--- src/rtl/fba_pkg.sv ---
`default_nettype none

package fba_pkg;

  localparam int IDX_W   = 4;
  localparam int FSIZE_W = 16;
  localparam int FRAG_W  = 24;
  localparam int COUNT_W = 16;

  localparam logic [1:0] MODE_CLEAR  = 2'd0;
  localparam logic [1:0] MODE_LOAD   = 2'd1;
  localparam logic [1:0] MODE_ALLOC  = 2'd2;
  localparam logic [1:0] MODE_REPORT = 2'd3;

  localparam logic [FRAG_W-1:0]  FRAG_MAX  = '1;
  localparam logic [COUNT_W-1:0] COUNT_MAX = '1;

  typedef struct packed {
    logic [1:0]         mode;
    logic [IDX_W-1:0]   block_index;
    logic [FSIZE_W-1:0] block_size;
    logic [FSIZE_W-1:0] request_size;
  } fba_in_t;

  typedef struct packed {
    logic               granted;
    logic [IDX_W-1:0]   chosen_block;
    logic [FSIZE_W-1:0] left_in_block;
    logic [FRAG_W-1:0]  internal_frag;
    logic [FRAG_W-1:0]  external_frag;
  } fba_out_t;

  typedef struct packed {
    logic clear;
    logic alloc;
    logic report;
    logic policy;
    logic eval;
    logic slot_ok;
  } fba_ctl_t;

endpackage

`default_nettype wire

--- src/rtl/fba_table.sv ---
`default_nettype none

module fba_table #(
  parameter int NUM_BLOCKS = 16,
  parameter int SIZE_BITS  = 16,
  parameter int AW         = 4
) (
  input  wire logic                        clk,
  input  wire logic                        wr_en,
  input  wire logic [AW-1:0]               wr_addr,
  input  wire logic [SIZE_BITS-1:0]        wr_rem,
  input  wire logic [fba_pkg::COUNT_W-1:0] wr_cnt,
  input  wire logic                        rd_en,
  input  wire logic [AW-1:0]               rd_addr,
  output logic      [SIZE_BITS-1:0]        rd_rem,
  output logic      [fba_pkg::COUNT_W-1:0] rd_cnt
);
  import fba_pkg::*;

  logic [COUNT_W+SIZE_BITS-1:0] mem [NUM_BLOCKS];

  always_ff @(posedge clk) begin
    if (wr_en) begin
      mem[wr_addr] <= {wr_cnt, wr_rem};
    end
  end

  always_ff @(posedge clk) begin
    if (rd_en) begin
      {rd_cnt, rd_rem} <= mem[rd_addr];
    end
  end

endmodule

`default_nettype wire

--- src/rtl/fba_scan.sv ---
`default_nettype none

module fba_scan #(
  parameter int SIZE_BITS = 16,
  parameter int AW        = 4
) (
  input  wire logic                        clk,
  input  wire logic                        rst_n,
  input  wire fba_pkg::fba_ctl_t           ctl,
  input  wire logic [AW-1:0]               rd_idx,
  input  wire logic [SIZE_BITS-1:0]        rd_rem,
  input  wire logic [fba_pkg::COUNT_W-1:0] rd_cnt,
  input  wire logic [SIZE_BITS-1:0]        req,
  output logic                             found,
  output logic      [AW-1:0]               pick_idx,
  output logic      [SIZE_BITS-1:0]        pick_rem,
  output logic      [fba_pkg::COUNT_W-1:0] pick_cnt,
  output logic      [fba_pkg::FRAG_W-1:0]  intf,
  output logic      [fba_pkg::FRAG_W-1:0]  extf
);
  import fba_pkg::*;

  localparam int PW = (COUNT_W + SIZE_BITS > FRAG_W) ? COUNT_W + SIZE_BITS : FRAG_W;
  localparam int EW = (SIZE_BITS > FRAG_W) ? SIZE_BITS : FRAG_W;

  logic                       found_r, found_nxt;
  logic [AW-1:0]              pick_idx_r;
  logic [SIZE_BITS-1:0]       pick_rem_r;
  logic [COUNT_W-1:0]         pick_cnt_r;
  logic                       take;
  logic                       fits;
  logic                       better;

  logic [COUNT_W+SIZE_BITS-1:0] prod_w;
  logic [PW-1:0]                prod_nxt;
  logic [PW-1:0]                prod_r;
  logic [SIZE_BITS-1:0]         rem2_r;
  logic                         s2_vld_r, s2_vld_nxt;
  logic [EW-1:0]                rem2_ext;
  logic [FRAG_W-1:0]            prod_clamp;
  logic [FRAG_W-1:0]            rem_clamp;
  logic [FRAG_W:0]              isum;
  logic [FRAG_W:0]              esum;
  logic [FRAG_W-1:0]            intf_r, intf_nxt;
  logic [FRAG_W-1:0]            extf_r, extf_nxt;

  assign fits   = (rd_rem >= req);
  assign better = !found_r || (ctl.policy && (rd_rem < pick_rem_r));
  assign take   = ctl.eval && ctl.alloc && ctl.slot_ok && fits && better;

  always_comb begin
    found_nxt = found_r;
    if (ctl.clear) begin
      found_nxt = 1'b0;
    end else if (take) begin
      found_nxt = 1'b1;
    end
  end

  assign prod_w     = rd_cnt * rd_rem;
  assign prod_nxt   = PW'(prod_w);
  assign s2_vld_nxt = ctl.eval && ctl.report && ctl.slot_ok && !ctl.clear;

  assign rem2_ext   = EW'(rem2_r);
  assign prod_clamp = (prod_r > PW'(FRAG_MAX)) ? FRAG_MAX : prod_r[FRAG_W-1:0];
  assign rem_clamp  = (rem2_ext > EW'(FRAG_MAX)) ? FRAG_MAX : rem2_ext[FRAG_W-1:0];
  assign isum       = {1'b0, intf_r} + {1'b0, prod_clamp};
  assign esum       = {1'b0, extf_r} + {1'b0, rem_clamp};

  always_comb begin
    intf_nxt = intf_r;
    extf_nxt = extf_r;
    if (ctl.clear) begin
      intf_nxt = '0;
      extf_nxt = '0;
    end else if (s2_vld_r) begin
      intf_nxt = isum[FRAG_W] ? FRAG_MAX : isum[FRAG_W-1:0];
      extf_nxt = esum[FRAG_W] ? FRAG_MAX : esum[FRAG_W-1:0];
    end
  end

  always_ff @(posedge clk) begin
    if (!rst_n) begin
      found_r  <= 1'b0;
      s2_vld_r <= 1'b0;
    end else begin
      found_r  <= found_nxt;
      s2_vld_r <= s2_vld_nxt;
    end
  end

  always_ff @(posedge clk) begin
    if (take) begin
      pick_idx_r <= rd_idx;
      pick_rem_r <= rd_rem;
      pick_cnt_r <= rd_cnt;
    end
    prod_r <= prod_nxt;
    rem2_r <= rd_rem;
    intf_r <= intf_nxt;
    extf_r <= extf_nxt;
  end

  assign found    = found_r;
  assign pick_idx = pick_idx_r;
  assign pick_rem = pick_rem_r;
  assign pick_cnt = pick_cnt_r;
  assign intf     = intf_r;
  assign extf     = extf_r;

endmodule

`default_nettype wire

--- src/rtl/fit_block_allocator.sv ---
`default_nettype none

// Each item takes one result, delivered on out_valid for exactly one cycle; the receiver
// cannot stall it. A clear or a load finishes at once and its result follows in the cycle after
// start. An allocate or a report walks the block table through its single read port, one entry
// per cycle, and busy holds through the scan, drain and finish states; its result appears
// in the cycle busy falls. The next start may be given in that same cycle. The policy
// register is written through the cfg_ channel while the block is not busy.
module fit_block_allocator #(
  parameter int NUM_BLOCKS = 16,
  parameter int SIZE_BITS  = 16
) (
  input  wire logic              clk,
  input  wire logic              rst_n,
  input  wire logic              start,
  output logic                   busy,
  input  wire fba_pkg::fba_in_t  in_data,
  output logic                   out_valid,
  output fba_pkg::fba_out_t      out_data,
  input  wire logic              cfg_valid,
  output logic                   cfg_ready,
  input  wire logic              cfg_data
);
  import fba_pkg::*;

  localparam int AW = (NUM_BLOCKS > 1) ? $clog2(NUM_BLOCKS) : 1;
  localparam int CW = AW + 1;

  localparam logic [1:0] ST_IDLE  = 2'd0;
  localparam logic [1:0] ST_SCAN  = 2'd1;
  localparam logic [1:0] ST_DRAIN = 2'd2;
  localparam logic [1:0] ST_FIN   = 2'd3;

  logic [1:0]           state_r, state_nxt;
  logic [CW-1:0]        scan_cnt_r, scan_cnt_nxt;
  logic                 drain_r, drain_nxt;
  logic                 s1_vld_r, s1_vld_nxt;
  logic [AW-1:0]        s1_idx_r;
  logic [NUM_BLOCKS-1:0] slot_valid_r, slot_valid_nxt;
  logic                 policy_r;
  fba_in_t              item_r;
  logic                 out_valid_r, out_valid_nxt;
  fba_out_t             out_data_r, out_data_nxt;

  logic                 accept;
  logic                 ld_ok;
  logic [31:0]          ld_idx_w;
  logic [31:0]          bsize_w;
  logic [31:0]          req_w;
  logic [SIZE_BITS-1:0] req_m;
  logic [31:0]          left_w;

  logic                 wr_en;
  logic [AW-1:0]        wr_addr;
  logic [SIZE_BITS-1:0] wr_rem;
  logic [COUNT_W-1:0]   wr_cnt;
  logic                 rd_en;
  logic [AW-1:0]        rd_addr;
  logic [SIZE_BITS-1:0] rd_rem;
  logic [COUNT_W-1:0]   rd_cnt;

  fba_ctl_t             ctl;
  logic                 found;
  logic [AW-1:0]        pick_idx;
  logic [SIZE_BITS-1:0] pick_rem;
  logic [COUNT_W-1:0]   pick_cnt;
  logic [SIZE_BITS-1:0] new_rem;
  logic [31:0]          pick_idx_w;
  logic [FRAG_W-1:0]    intf;
  logic [FRAG_W-1:0]    extf;

  assign busy      = (state_r != ST_IDLE);
  assign cfg_ready = !busy;
  assign accept    = start && !busy;

  assign ld_idx_w = 32'(in_data.block_index);
  assign bsize_w  = 32'(in_data.block_size);
  assign ld_ok    = (ld_idx_w < 32'(NUM_BLOCKS));
  assign req_w    = 32'(item_r.request_size);
  assign req_m    = req_w[SIZE_BITS-1:0];
  assign new_rem  = pick_rem - req_m;
  assign left_w   = 32'(new_rem);
  assign pick_idx_w = 32'(pick_idx);

  assign rd_en   = (state_r == ST_SCAN);
  assign rd_addr = scan_cnt_r[AW-1:0];

  always_comb begin
    wr_en   = 1'b0;
    wr_addr = ld_idx_w[AW-1:0];
    wr_rem  = bsize_w[SIZE_BITS-1:0];
    wr_cnt  = '0;
    if (accept && (in_data.mode == MODE_LOAD) && ld_ok) begin
      wr_en = 1'b1;
    end else if ((state_r == ST_FIN) && (item_r.mode == MODE_ALLOC) && found) begin
      wr_en   = 1'b1;
      wr_addr = pick_idx;
      wr_rem  = new_rem;
      wr_cnt  = (pick_cnt == COUNT_MAX) ? pick_cnt : pick_cnt + COUNT_W'(1);
    end
  end

  always_comb begin
    ctl.clear   = accept;
    ctl.alloc   = (item_r.mode == MODE_ALLOC);
    ctl.report  = (item_r.mode == MODE_REPORT);
    ctl.policy  = policy_r;
    ctl.eval    = s1_vld_r;
    ctl.slot_ok = slot_valid_r[s1_idx_r];
  end

  always_comb begin
    state_nxt      = state_r;
    scan_cnt_nxt   = scan_cnt_r;
    drain_nxt      = drain_r;
    s1_vld_nxt     = 1'b0;
    slot_valid_nxt = slot_valid_r;
    out_valid_nxt  = 1'b0;
    out_data_nxt   = out_data_r;
    unique case (state_r)
      ST_IDLE: begin
        if (accept) begin
          unique case (in_data.mode)
            MODE_CLEAR: begin
              slot_valid_nxt = '0;
              out_valid_nxt  = 1'b1;
              out_data_nxt   = '0;
            end
            MODE_LOAD: begin
              if (ld_ok) begin
                slot_valid_nxt[ld_idx_w[AW-1:0]] = 1'b1;
              end
              out_valid_nxt = 1'b1;
              out_data_nxt  = '0;
            end
            default: begin
              scan_cnt_nxt = '0;
              state_nxt    = ST_SCAN;
            end
          endcase
        end
      end
      ST_SCAN: begin
        s1_vld_nxt   = 1'b1;
        scan_cnt_nxt = scan_cnt_r + CW'(1);
        if (scan_cnt_r == CW'(NUM_BLOCKS - 1)) begin
          drain_nxt = 1'b0;
          state_nxt = ST_DRAIN;
        end
      end
      ST_DRAIN: begin
        drain_nxt = 1'b1;
        if (drain_r) begin
          state_nxt = ST_FIN;
        end
      end
      ST_FIN: begin
        out_valid_nxt = 1'b1;
        out_data_nxt  = '0;
        if (item_r.mode == MODE_ALLOC) begin
          if (found) begin
            out_data_nxt.granted       = 1'b1;
            out_data_nxt.chosen_block  = pick_idx_w[IDX_W-1:0];
            out_data_nxt.left_in_block = left_w[FSIZE_W-1:0];
          end
        end else begin
          out_data_nxt.internal_frag = intf;
          out_data_nxt.external_frag = extf;
        end
        state_nxt = ST_IDLE;
      end
      default: begin
        state_nxt = ST_IDLE;
      end
    endcase
  end

  always_ff @(posedge clk) begin
    if (!rst_n) begin
      state_r      <= ST_IDLE;
      scan_cnt_r   <= '0;
      drain_r      <= 1'b0;
      s1_vld_r     <= 1'b0;
      slot_valid_r <= '0;
      policy_r     <= 1'b0;
      out_valid_r  <= 1'b0;
    end else begin
      state_r      <= state_nxt;
      scan_cnt_r   <= scan_cnt_nxt;
      drain_r      <= drain_nxt;
      s1_vld_r     <= s1_vld_nxt;
      slot_valid_r <= slot_valid_nxt;
      out_valid_r  <= out_valid_nxt;
      if (cfg_valid && cfg_ready) begin
        policy_r <= cfg_data;
      end
    end
  end

  always_ff @(posedge clk) begin
    if (accept) begin
      item_r <= in_data;
    end
    s1_idx_r   <= rd_addr;
    out_data_r <= out_data_nxt;
  end

  fba_table #(
    .NUM_BLOCKS (NUM_BLOCKS),
    .SIZE_BITS  (SIZE_BITS),
    .AW         (AW)
  ) u_table (
    .clk     (clk),
    .wr_en   (wr_en),
    .wr_addr (wr_addr),
    .wr_rem  (wr_rem),
    .wr_cnt  (wr_cnt),
    .rd_en   (rd_en),
    .rd_addr (rd_addr),
    .rd_rem  (rd_rem),
    .rd_cnt  (rd_cnt)
  );

  fba_scan #(
    .SIZE_BITS (SIZE_BITS),
    .AW        (AW)
  ) u_scan (
    .clk      (clk),
    .rst_n    (rst_n),
    .ctl      (ctl),
    .rd_idx   (s1_idx_r),
    .rd_rem   (rd_rem),
    .rd_cnt   (rd_cnt),
    .req      (req_m),
    .found    (found),
    .pick_idx (pick_idx),
    .pick_rem (pick_rem),
    .pick_cnt (pick_cnt),
    .intf     (intf),
    .extf     (extf)
  );

  assign out_valid = out_valid_r;
  assign out_data  = out_data_r;

  a_strobe_when_idle: assert property (@(posedge clk) disable iff (!rst_n)
    out_valid_r |-> (state_r == ST_IDLE))
    else $error("result strobe while the sequencer is busy");

  a_scan_entry: assert property (@(posedge clk) disable iff (!rst_n)
    (accept && ((in_data.mode == MODE_ALLOC) || (in_data.mode == MODE_REPORT)))
      |=> (state_r == ST_SCAN))
    else $error("allocate or report did not start a table scan");

  a_grant_only_alloc: assert property (@(posedge clk) disable iff (!rst_n)
    (out_valid_r && out_data_r.granted) |-> (item_r.mode == MODE_ALLOC))
    else $error("grant reported for an item that is not an allocate");

  a_read_in_scan: assert property (@(posedge clk) disable iff (!rst_n)
    s1_vld_r |-> ((state_r == ST_SCAN) || (state_r == ST_DRAIN)))
    else $error("table read data outside a scan");

endmodule

`default_nettype wire
--- config.mk ---
export PLATFORM = sky130hd
export DESIGN_NAME = fit_block_allocator
export DESIGN_NICKNAME = d
export VERILOG_FILES = /design/src/rtl/fba_pkg.sv /design/src/rtl/fba_table.sv /design/src/rtl/fba_scan.sv /design/src/rtl/fit_block_allocator.sv
export SDC_FILE = /design/constraint.sdc
export NUM_CORES = 2
export LEC_CHECK = 0
export BUFFER_PORTS_ARGS = -buffer_cell sky130_fd_sc_hd__buf_2
export CORE_UTILIZATION = 60
export CTS_BUF_LIST = sky130_fd_sc_hd__clkbuf_2
export DETAILED_ROUTE_END_ITERATION = 8
export GPL_ROUTABILITY_DRIVEN = 0
export PLACE_DENSITY = 0.77
export SLEW_MARGIN = 15
export SYNTH_ARGS = -nofsm -noshare
export SYNTH_HDL_FRONTEND = slang
export SYNTH_SLANG_ARGS = --single-unit
--- constraint.sdc ---
create_clock -name clk -period 16.27 [get_ports clk]
set_input_delay 0 -clock clk [delete_from_list [all_inputs] [get_ports clk]]
set_output_delay 0 -clock clk [all_outputs]
set_load 0.1 [all_outputs]
---- After elaboration in Yosys (flattened, before gate mapping) ----
Memory sizes are Yosys's and may differ from the RTL's. A register that Yosys moved wholly into a read port is not among the register bits.
Cells that the tools add are included.
operators by class
  $add $sub $neg .......................... 5
  multiply operators ...................... 1
  magnitude comparators ................... 8
  equality and inequality tests ........... 14
  mux-type cells .......................... 41
  bitwise gates (word level) .............. 2
  reductions and logical operators ........ 33
operators by type and width
  kind                     number
  $mux W69                 2
  $pmux W69 S2             1
  $mux W16                 6
  $mux W24                 4
  $add A24 B24 Y25         2
  $mux W48                 1
  $mux W21                 2
  $gt A32 B24 Y1 const B   1
  $mul A16 B16 Y32         1
  $pmux W16 S2             1
  $gt A16 B24 Y1 const B   1
  $add A16 B1 Y16 const B  1
  $eq A16 B16 Y1 const B   1
  $ge A16 B16 Y1           1
  $lt A16 B16 Y1           1
  $or A16 B16 Y16          1
  $sub A16 B16 Y16         1
  $logic_and A1 B1 Y1      15
  $lt A4 B5 Y1 const B     3
  $mux W1                  10
  $mux W5                  2
  $ne A2 B2 Y1 const B     5
  $pmux W5 S2              1
  $reduce_bool A2 Y1       5
  other kinds (20)         35
word-level totals
  register bits ........................... 252
  bits in writable memories ............... 512
  logic and storage cells ................. 129
  memories ................................ 1
memory list
  memory       depth  width  rd ports  clocked after Yosys merged registers in  wr ports  line             source
  u_table.mem  16     32     1         1                                        1         fba_table.sv:20  logic [COUNT_W+SIZE_BITS-1:0] mem [NUM_BLOCKS];

---- Depth between registers and ports, before layout ----
  depth in word-level cells ............... 8
  depth in mapped cells ................... 24
  mapped depth without buffers ............ 23

---- Modules after synthesis ----
A second synthesis with hierarchy kept.
unflattened totals
  cells, all modules ...................... 3162
  area, all modules ....................... 41947.7 um2
by module, submodules not included
  module               times used  cells each  area each (um2)
  fba_table            1           838         20155.6
  fba_scan             1           1759        15785.1
  fit_block_allocator  1           565         6007.0

---- Least setup slack after synthesis ----
OpenSTA, ideal clock, no wires.
  path kind ............................... reg2reg
  from .................................... register state_r[0]
  to ...................................... register out_data_r (netlist bit out_data[0]), enable pin
  arrival ................................. 6140 ps
  setup slack ............................. 9538 ps
  cell stages (with the launch flop) ...... 5
  period minus slack after synthesis ...... 6732 ps
  cells stage by stage .................... dfxtp_1 -> inv_1 -> ha_1 -> clkbuf_1 -> o21ai_0
on the way
  longest elaborated chain between the ends .. 5
  elaborated cells between the ends (all ways) .. 9
  classes of those cells .................. eq/ne: 3; reduce/logical: 6
ends and longest elaborated chain
  element                      line                        source
  from (decl)                  fit_block_allocator.sv:34   logic [1:0] state_r, state_nxt;
  from (signal assigned)       fit_block_allocator.sv:188  state_r <= state_nxt;
  $reduce_bool A2 Y1           fit_block_allocator.sv:72   assign busy = (state_r != ST_IDLE);
  $logic_not A1 Y1             --
  net cfg_ready                fit_block_allocator.sv:21   output logic cfg_ready,
  $logic_and A1 B1 Y1          fit_block_allocator.sv:74   assign accept = start && !busy;
  $ne A2 B2 Y1 (no line)       --
  $reduce_and A3 Y1 (no line)  --
  to (signal assigned)         fit_block_allocator.sv:205  out_data_r <= out_data_nxt;
  to (decl)                    fit_block_allocator.sv:43   fba_out_t out_data_r, out_data_nxt;
The timed path passes the listed nets, and every way through them passes these cells.
A chain may end at the register's enable or synchronous reset.

---- Final worst setup path ----
  from .................................... register u_table.rd_rem[8] (read register of u_table.mem)
  to ...................................... register u_scan.prod_r[31]
on the way
  longest elaborated chain between the ends .. 1
ends and longest elaborated chain
  element                  line             source
  from (decl)              fba_table.sv:15  output logic [SIZE_BITS-1:0] rd_rem,
  $mul A16 B16 Y32         fba_scan.sv:60   assign prod_w = rd_cnt * rd_rem;
  net u_scan.prod_nxt[31]  fba_scan.sv:35   logic [PW-1:0] prod_nxt;
  to (signal assigned)     fba_scan.sv:98   prod_r <= prod_nxt;
  to (decl)                fba_scan.sv:36   logic [PW-1:0] prod_r;
The timed path passes the listed nets, and every way through them passes these cells.

==> results.yml <==
outcome:
  status: "finished, final reports clean"
cts:
  ctsLongestPathBuffers: 3
  clock_tree_from_tritoncts: "yes"
  clock_insertion_delay_worst_skew_ns: 1.35
  cts_resized: 0
  cts-root-buf: "sky130_fd_sc_hd__clkbuf_2"
  worst_setup_hold_path_clk_slew_ns: 0.12
  post-cts-setup-buffers: 0
  cts_made_buffers: 189
  cts_htree_levels: 4
  clock-sinks: 796
synthesis:
  ys.warnings.count: 0
  synth_flop_cell: "sky130_fd_sc_hd__edfxtp_1"
  synth-edff-count: 667
  synth.ff_latch_count: 796
  syn_area_um2: 40700
  post_synth_num_cell_types: 75
  postSynthNetCount: 3312
  synth.avg_cell_area_um2: 14.2
  synth-async-reset-ratio: 0
  seq_area_frac_synth: 0.556
  synth_cells: 2875
timing:
  max-slew-margin-rel: 0.198
  min_period_ns: 6.61
  maxSlewViolCount: 0
  fmax_mhz: 151
  skew_ns: 0.142
  rsz_0062_raised_after_global_routing: "false"
  post-route-period-util: 0.406
  post_route_setup_tns_ns: 0
  report.final.setup_viol: 0
  timing_worst_slew_pin_value_ns: 1.19
  final-hold-violation-count: 0
  fin_worst_hold_slack_ns: 0.235
floorplan:
  fp.coreArea_um2: 67200
  initial_utilization: 0.606
  die_h_um: 262
  core.rowCount: 95
  fp.dieArea_um2: 68900
  io-pin-count: 115
  die_width_um: 262
route:
  via_count: 25700
  detailedRoute.firstPassIterationCount: 5
  highest_layer: "met5"
  met1Wirelength_mm: 37.0
  detailroute.wirelength.met2_mm: 47.9
  route.detailed.wl_per_inst_um: 22.6
  vias_per_cell: 6.01
  wirelength_mm: 96.7
  drt-initial-drc-count: 2267
  drc_errors: 0
  route.met3.wl_mm: 8.61
  antenna_left: 0
critical_path:
  r2r_setup_slack_ns: 9.66
  rr_endpoint: "u_scan.prod_r[31]$_DFF_P_"
  r2r_start: "u_table.rd_rem[8]$_DFFE_PP_"
  critical_path.startpoint_type: "register"
  worst_setup_path_end_kind: "register"
  worst_setup_path_class: "reg2reg"
  cp_max_fo: 20
  cp.required_ns: 17.48
  cp_data_arrival_time_ns: 7.82
  reg2reg_depth: 21
  crit_path_start: "u_table.rd_rem[8]$_DFFE_PP_"
final_layout:
  fraction_of_final_layout_cells_sized_beyond_drive_strength_1: 0.210
  leading_cell_type_in_the_layout_fill_and_taps_excluded: "sky130_fd_sc_hd__edfxtp_1"
  finish.net_count: 3683
  postLayoutCoreUtil: 0.677
  commonest_cells_after_routing_fill_and_taps_aside: "sky130_fd_sc_hd__edfxtp_1 (667), sky130_fd_sc_hd__inv_1 (299), sky130_fd_sc_hd__clkbuf_2 (278)"
  layout-area-overhead-vs-synth_pct: 11.8
  fin_area_um2: 45500
  fillerInstances: 4560
grt:
  antenna_found_initial: 7
  overflow_left_after_global_routing: 0
  grt_pass1_wl_mm: 150
  grt_util_all_layers: 0.286
  number_of_global_route_vias_before_repair: 26900
  grt_max_degree: 73
min_path:
  hold_path.class: "in2reg"
  worst_hold_path.endpoint: "u_table.mem[1][14]$_DFFE_PP_"
  min-delay-start: "in_data[30]"
  whs_path_depth: 5
placed_design:
  dpl.hpwl_mm: 59.5
  portBuffers: 114
  detailed_place.area_um2: 42500
flow_run:
  maxCapViolCount: 0
## cells in the mapped netlist (56+ instances only)
cell | count | area (µm²)
sky130_fd_sc_hd__edfxtp_1 | 667 | 20000
sky130_fd_sc_hd__inv_1 | 299 | 1120
sky130_fd_sc_hd__fa_1 | 197 | 3940
sky130_fd_sc_hd__ha_1 | 197 | 2460
sky130_fd_sc_hd__nand2_1 | 192 | 721
sky130_fd_sc_hd__and2_1 | 190 | 1190
sky130_fd_sc_hd__mux4_2 | 164 | 3690
sky130_fd_sc_hd__dfxtp_1 | 129 | 2580
sky130_fd_sc_hd__a21oi_1 | 121 | 606
sky130_fd_sc_hd__nor2_1 | 117 | 439
sky130_fd_sc_hd__o21ai_0 | 98 | 490
sky130_fd_sc_hd__clkbuf_1 | 79 | 297
sky130_fd_sc_hd__xnor2_1 | 56 | 490
## worst max-delay path: stages, from the launching register on
cell and delay (ns):
sky130_fd_sc_hd__edfxtp_1 1.05, sky130_fd_sc_hd__nand2_1 0.17, sky130_fd_sc_hd__fa_1 0.57, sky130_fd_sc_hd__inv_1 0.06, sky130_fd_sc_hd__fa_1 0.50, sky130_fd_sc_hd__inv_1 0.05
sky130_fd_sc_hd__fa_1 0.54, sky130_fd_sc_hd__inv_1 0.05, sky130_fd_sc_hd__fa_1 0.45, sky130_fd_sc_hd__fa_1 0.49, sky130_fd_sc_hd__inv_1 0.05, sky130_fd_sc_hd__fa_1 0.47
sky130_fd_sc_hd__inv_1 0.04, sky130_fd_sc_hd__ha_1 0.36, sky130_fd_sc_hd__nand2_1 0.07, sky130_fd_sc_hd__o21ai_0 0.25, sky130_fd_sc_hd__o211ai_1 0.23, sky130_fd_sc_hd__a311oi_2 0.42
sky130_fd_sc_hd__nand2_1 0.13, sky130_fd_sc_hd__o22ai_1 0.25, sky130_fd_sc_hd__o41a_1 0.17, sky130_fd_sc_hd__xnor2_1 0.11
## how the worst max path moves through the flow
stage,slack (ns),to,depth (start not counted)
global route,9.39,u_scan.prod_r[30]$_DFF_P_,22
CTS,9.63,u_scan.prod_r[31]$_DFF_P_,21
floorplan,9.54,out_data[0]$_SDFFCE_PP0P_,4
finish,9.66,u_scan.prod_r[31]$_DFF_P_,21
global placement,9.88,u_scan.prod_r[30]$_DFF_P_,23
detailed placement,9.65,u_scan.prod_r[31]$_DFF_P_,21
## state kept, by name, indices dropped and copies added, names as in the netlist, 5 cells and up
register	count
out_data	69
req_m	16
scan_cnt_r	5
slot_valid_r	16
u_scan.extf	24
u_scan.intf	24
u_scan.pick_cnt	16
u_scan.pick_rem	16
u_scan.prod_r	32
u_scan.rem2_r	16
u_table.mem	512
u_table.rd_cnt	16
u_table.rd_rem	16
## per-stage QoR
| stage | instances | setup slack, ns |
|---|---|---|
| 2_1_floorplan | 2875 | 9.54 |
| 3_3_place_gp | 3816 | 9.88 |
| 3_5_place_dp | 3816 | 9.65 |
| 4_1_cts | 4263 | 9.63 |
| 5_1_grt | 4268 | 9.39 |
| 6_report | 4272 | 9.66 |
## timing repair
action	4_1_cts	5_1_grt
endpoints found under the setup margin	0	0
hold buffers	111	0
endpoints found under the hold margin	981	0
## kinds of logic after synthesis
logic type / after synthesis / share of synthesized area
flops: 796 / 0.556
simple gates: 653 / 0.0811
buf+inv: 401 / 0.0371
fa+ha+maj: 394 / 0.157
compound gates: 375 / 0.0580
mux: 169 / 0.0920
xor+xnor: 87 / 0.0187
## area by class of cell
| class | instances | area, µm² | area share |
|---|---|---|---|
| well taps | 873 | 1090 | 0.0240 |
| repair buffers | 281 | 2100 | 0.0462 |
| multi-input cells | 1678 | 16700 | 0.368 |
| inverters | 300 | 1130 | 0.0248 |
| clock inverters | 58 | 410 | 0.00902 |
| diodes | 8 | 20.0 | 0.000440 |
| flip-flops and latches | 796 | 22600 | 0.497 |
| clock buffers | 278 | 1390 | 0.0306 |
## per-layer routing
| metal | track usage | up-vias |
|---|---|---|
| li1 | - | 11200 |
| met1 | 0.371 | 12900 |
| met3 | 0.0605 | 246 |
| met4 | 0.126 | 2 |
| met2 | 0.471 | 1367 |
| met5 | 0 | - |
Power is not shown: default switching activity piles up to over one toggle a cycle in this logic, so the estimate is an artifact.
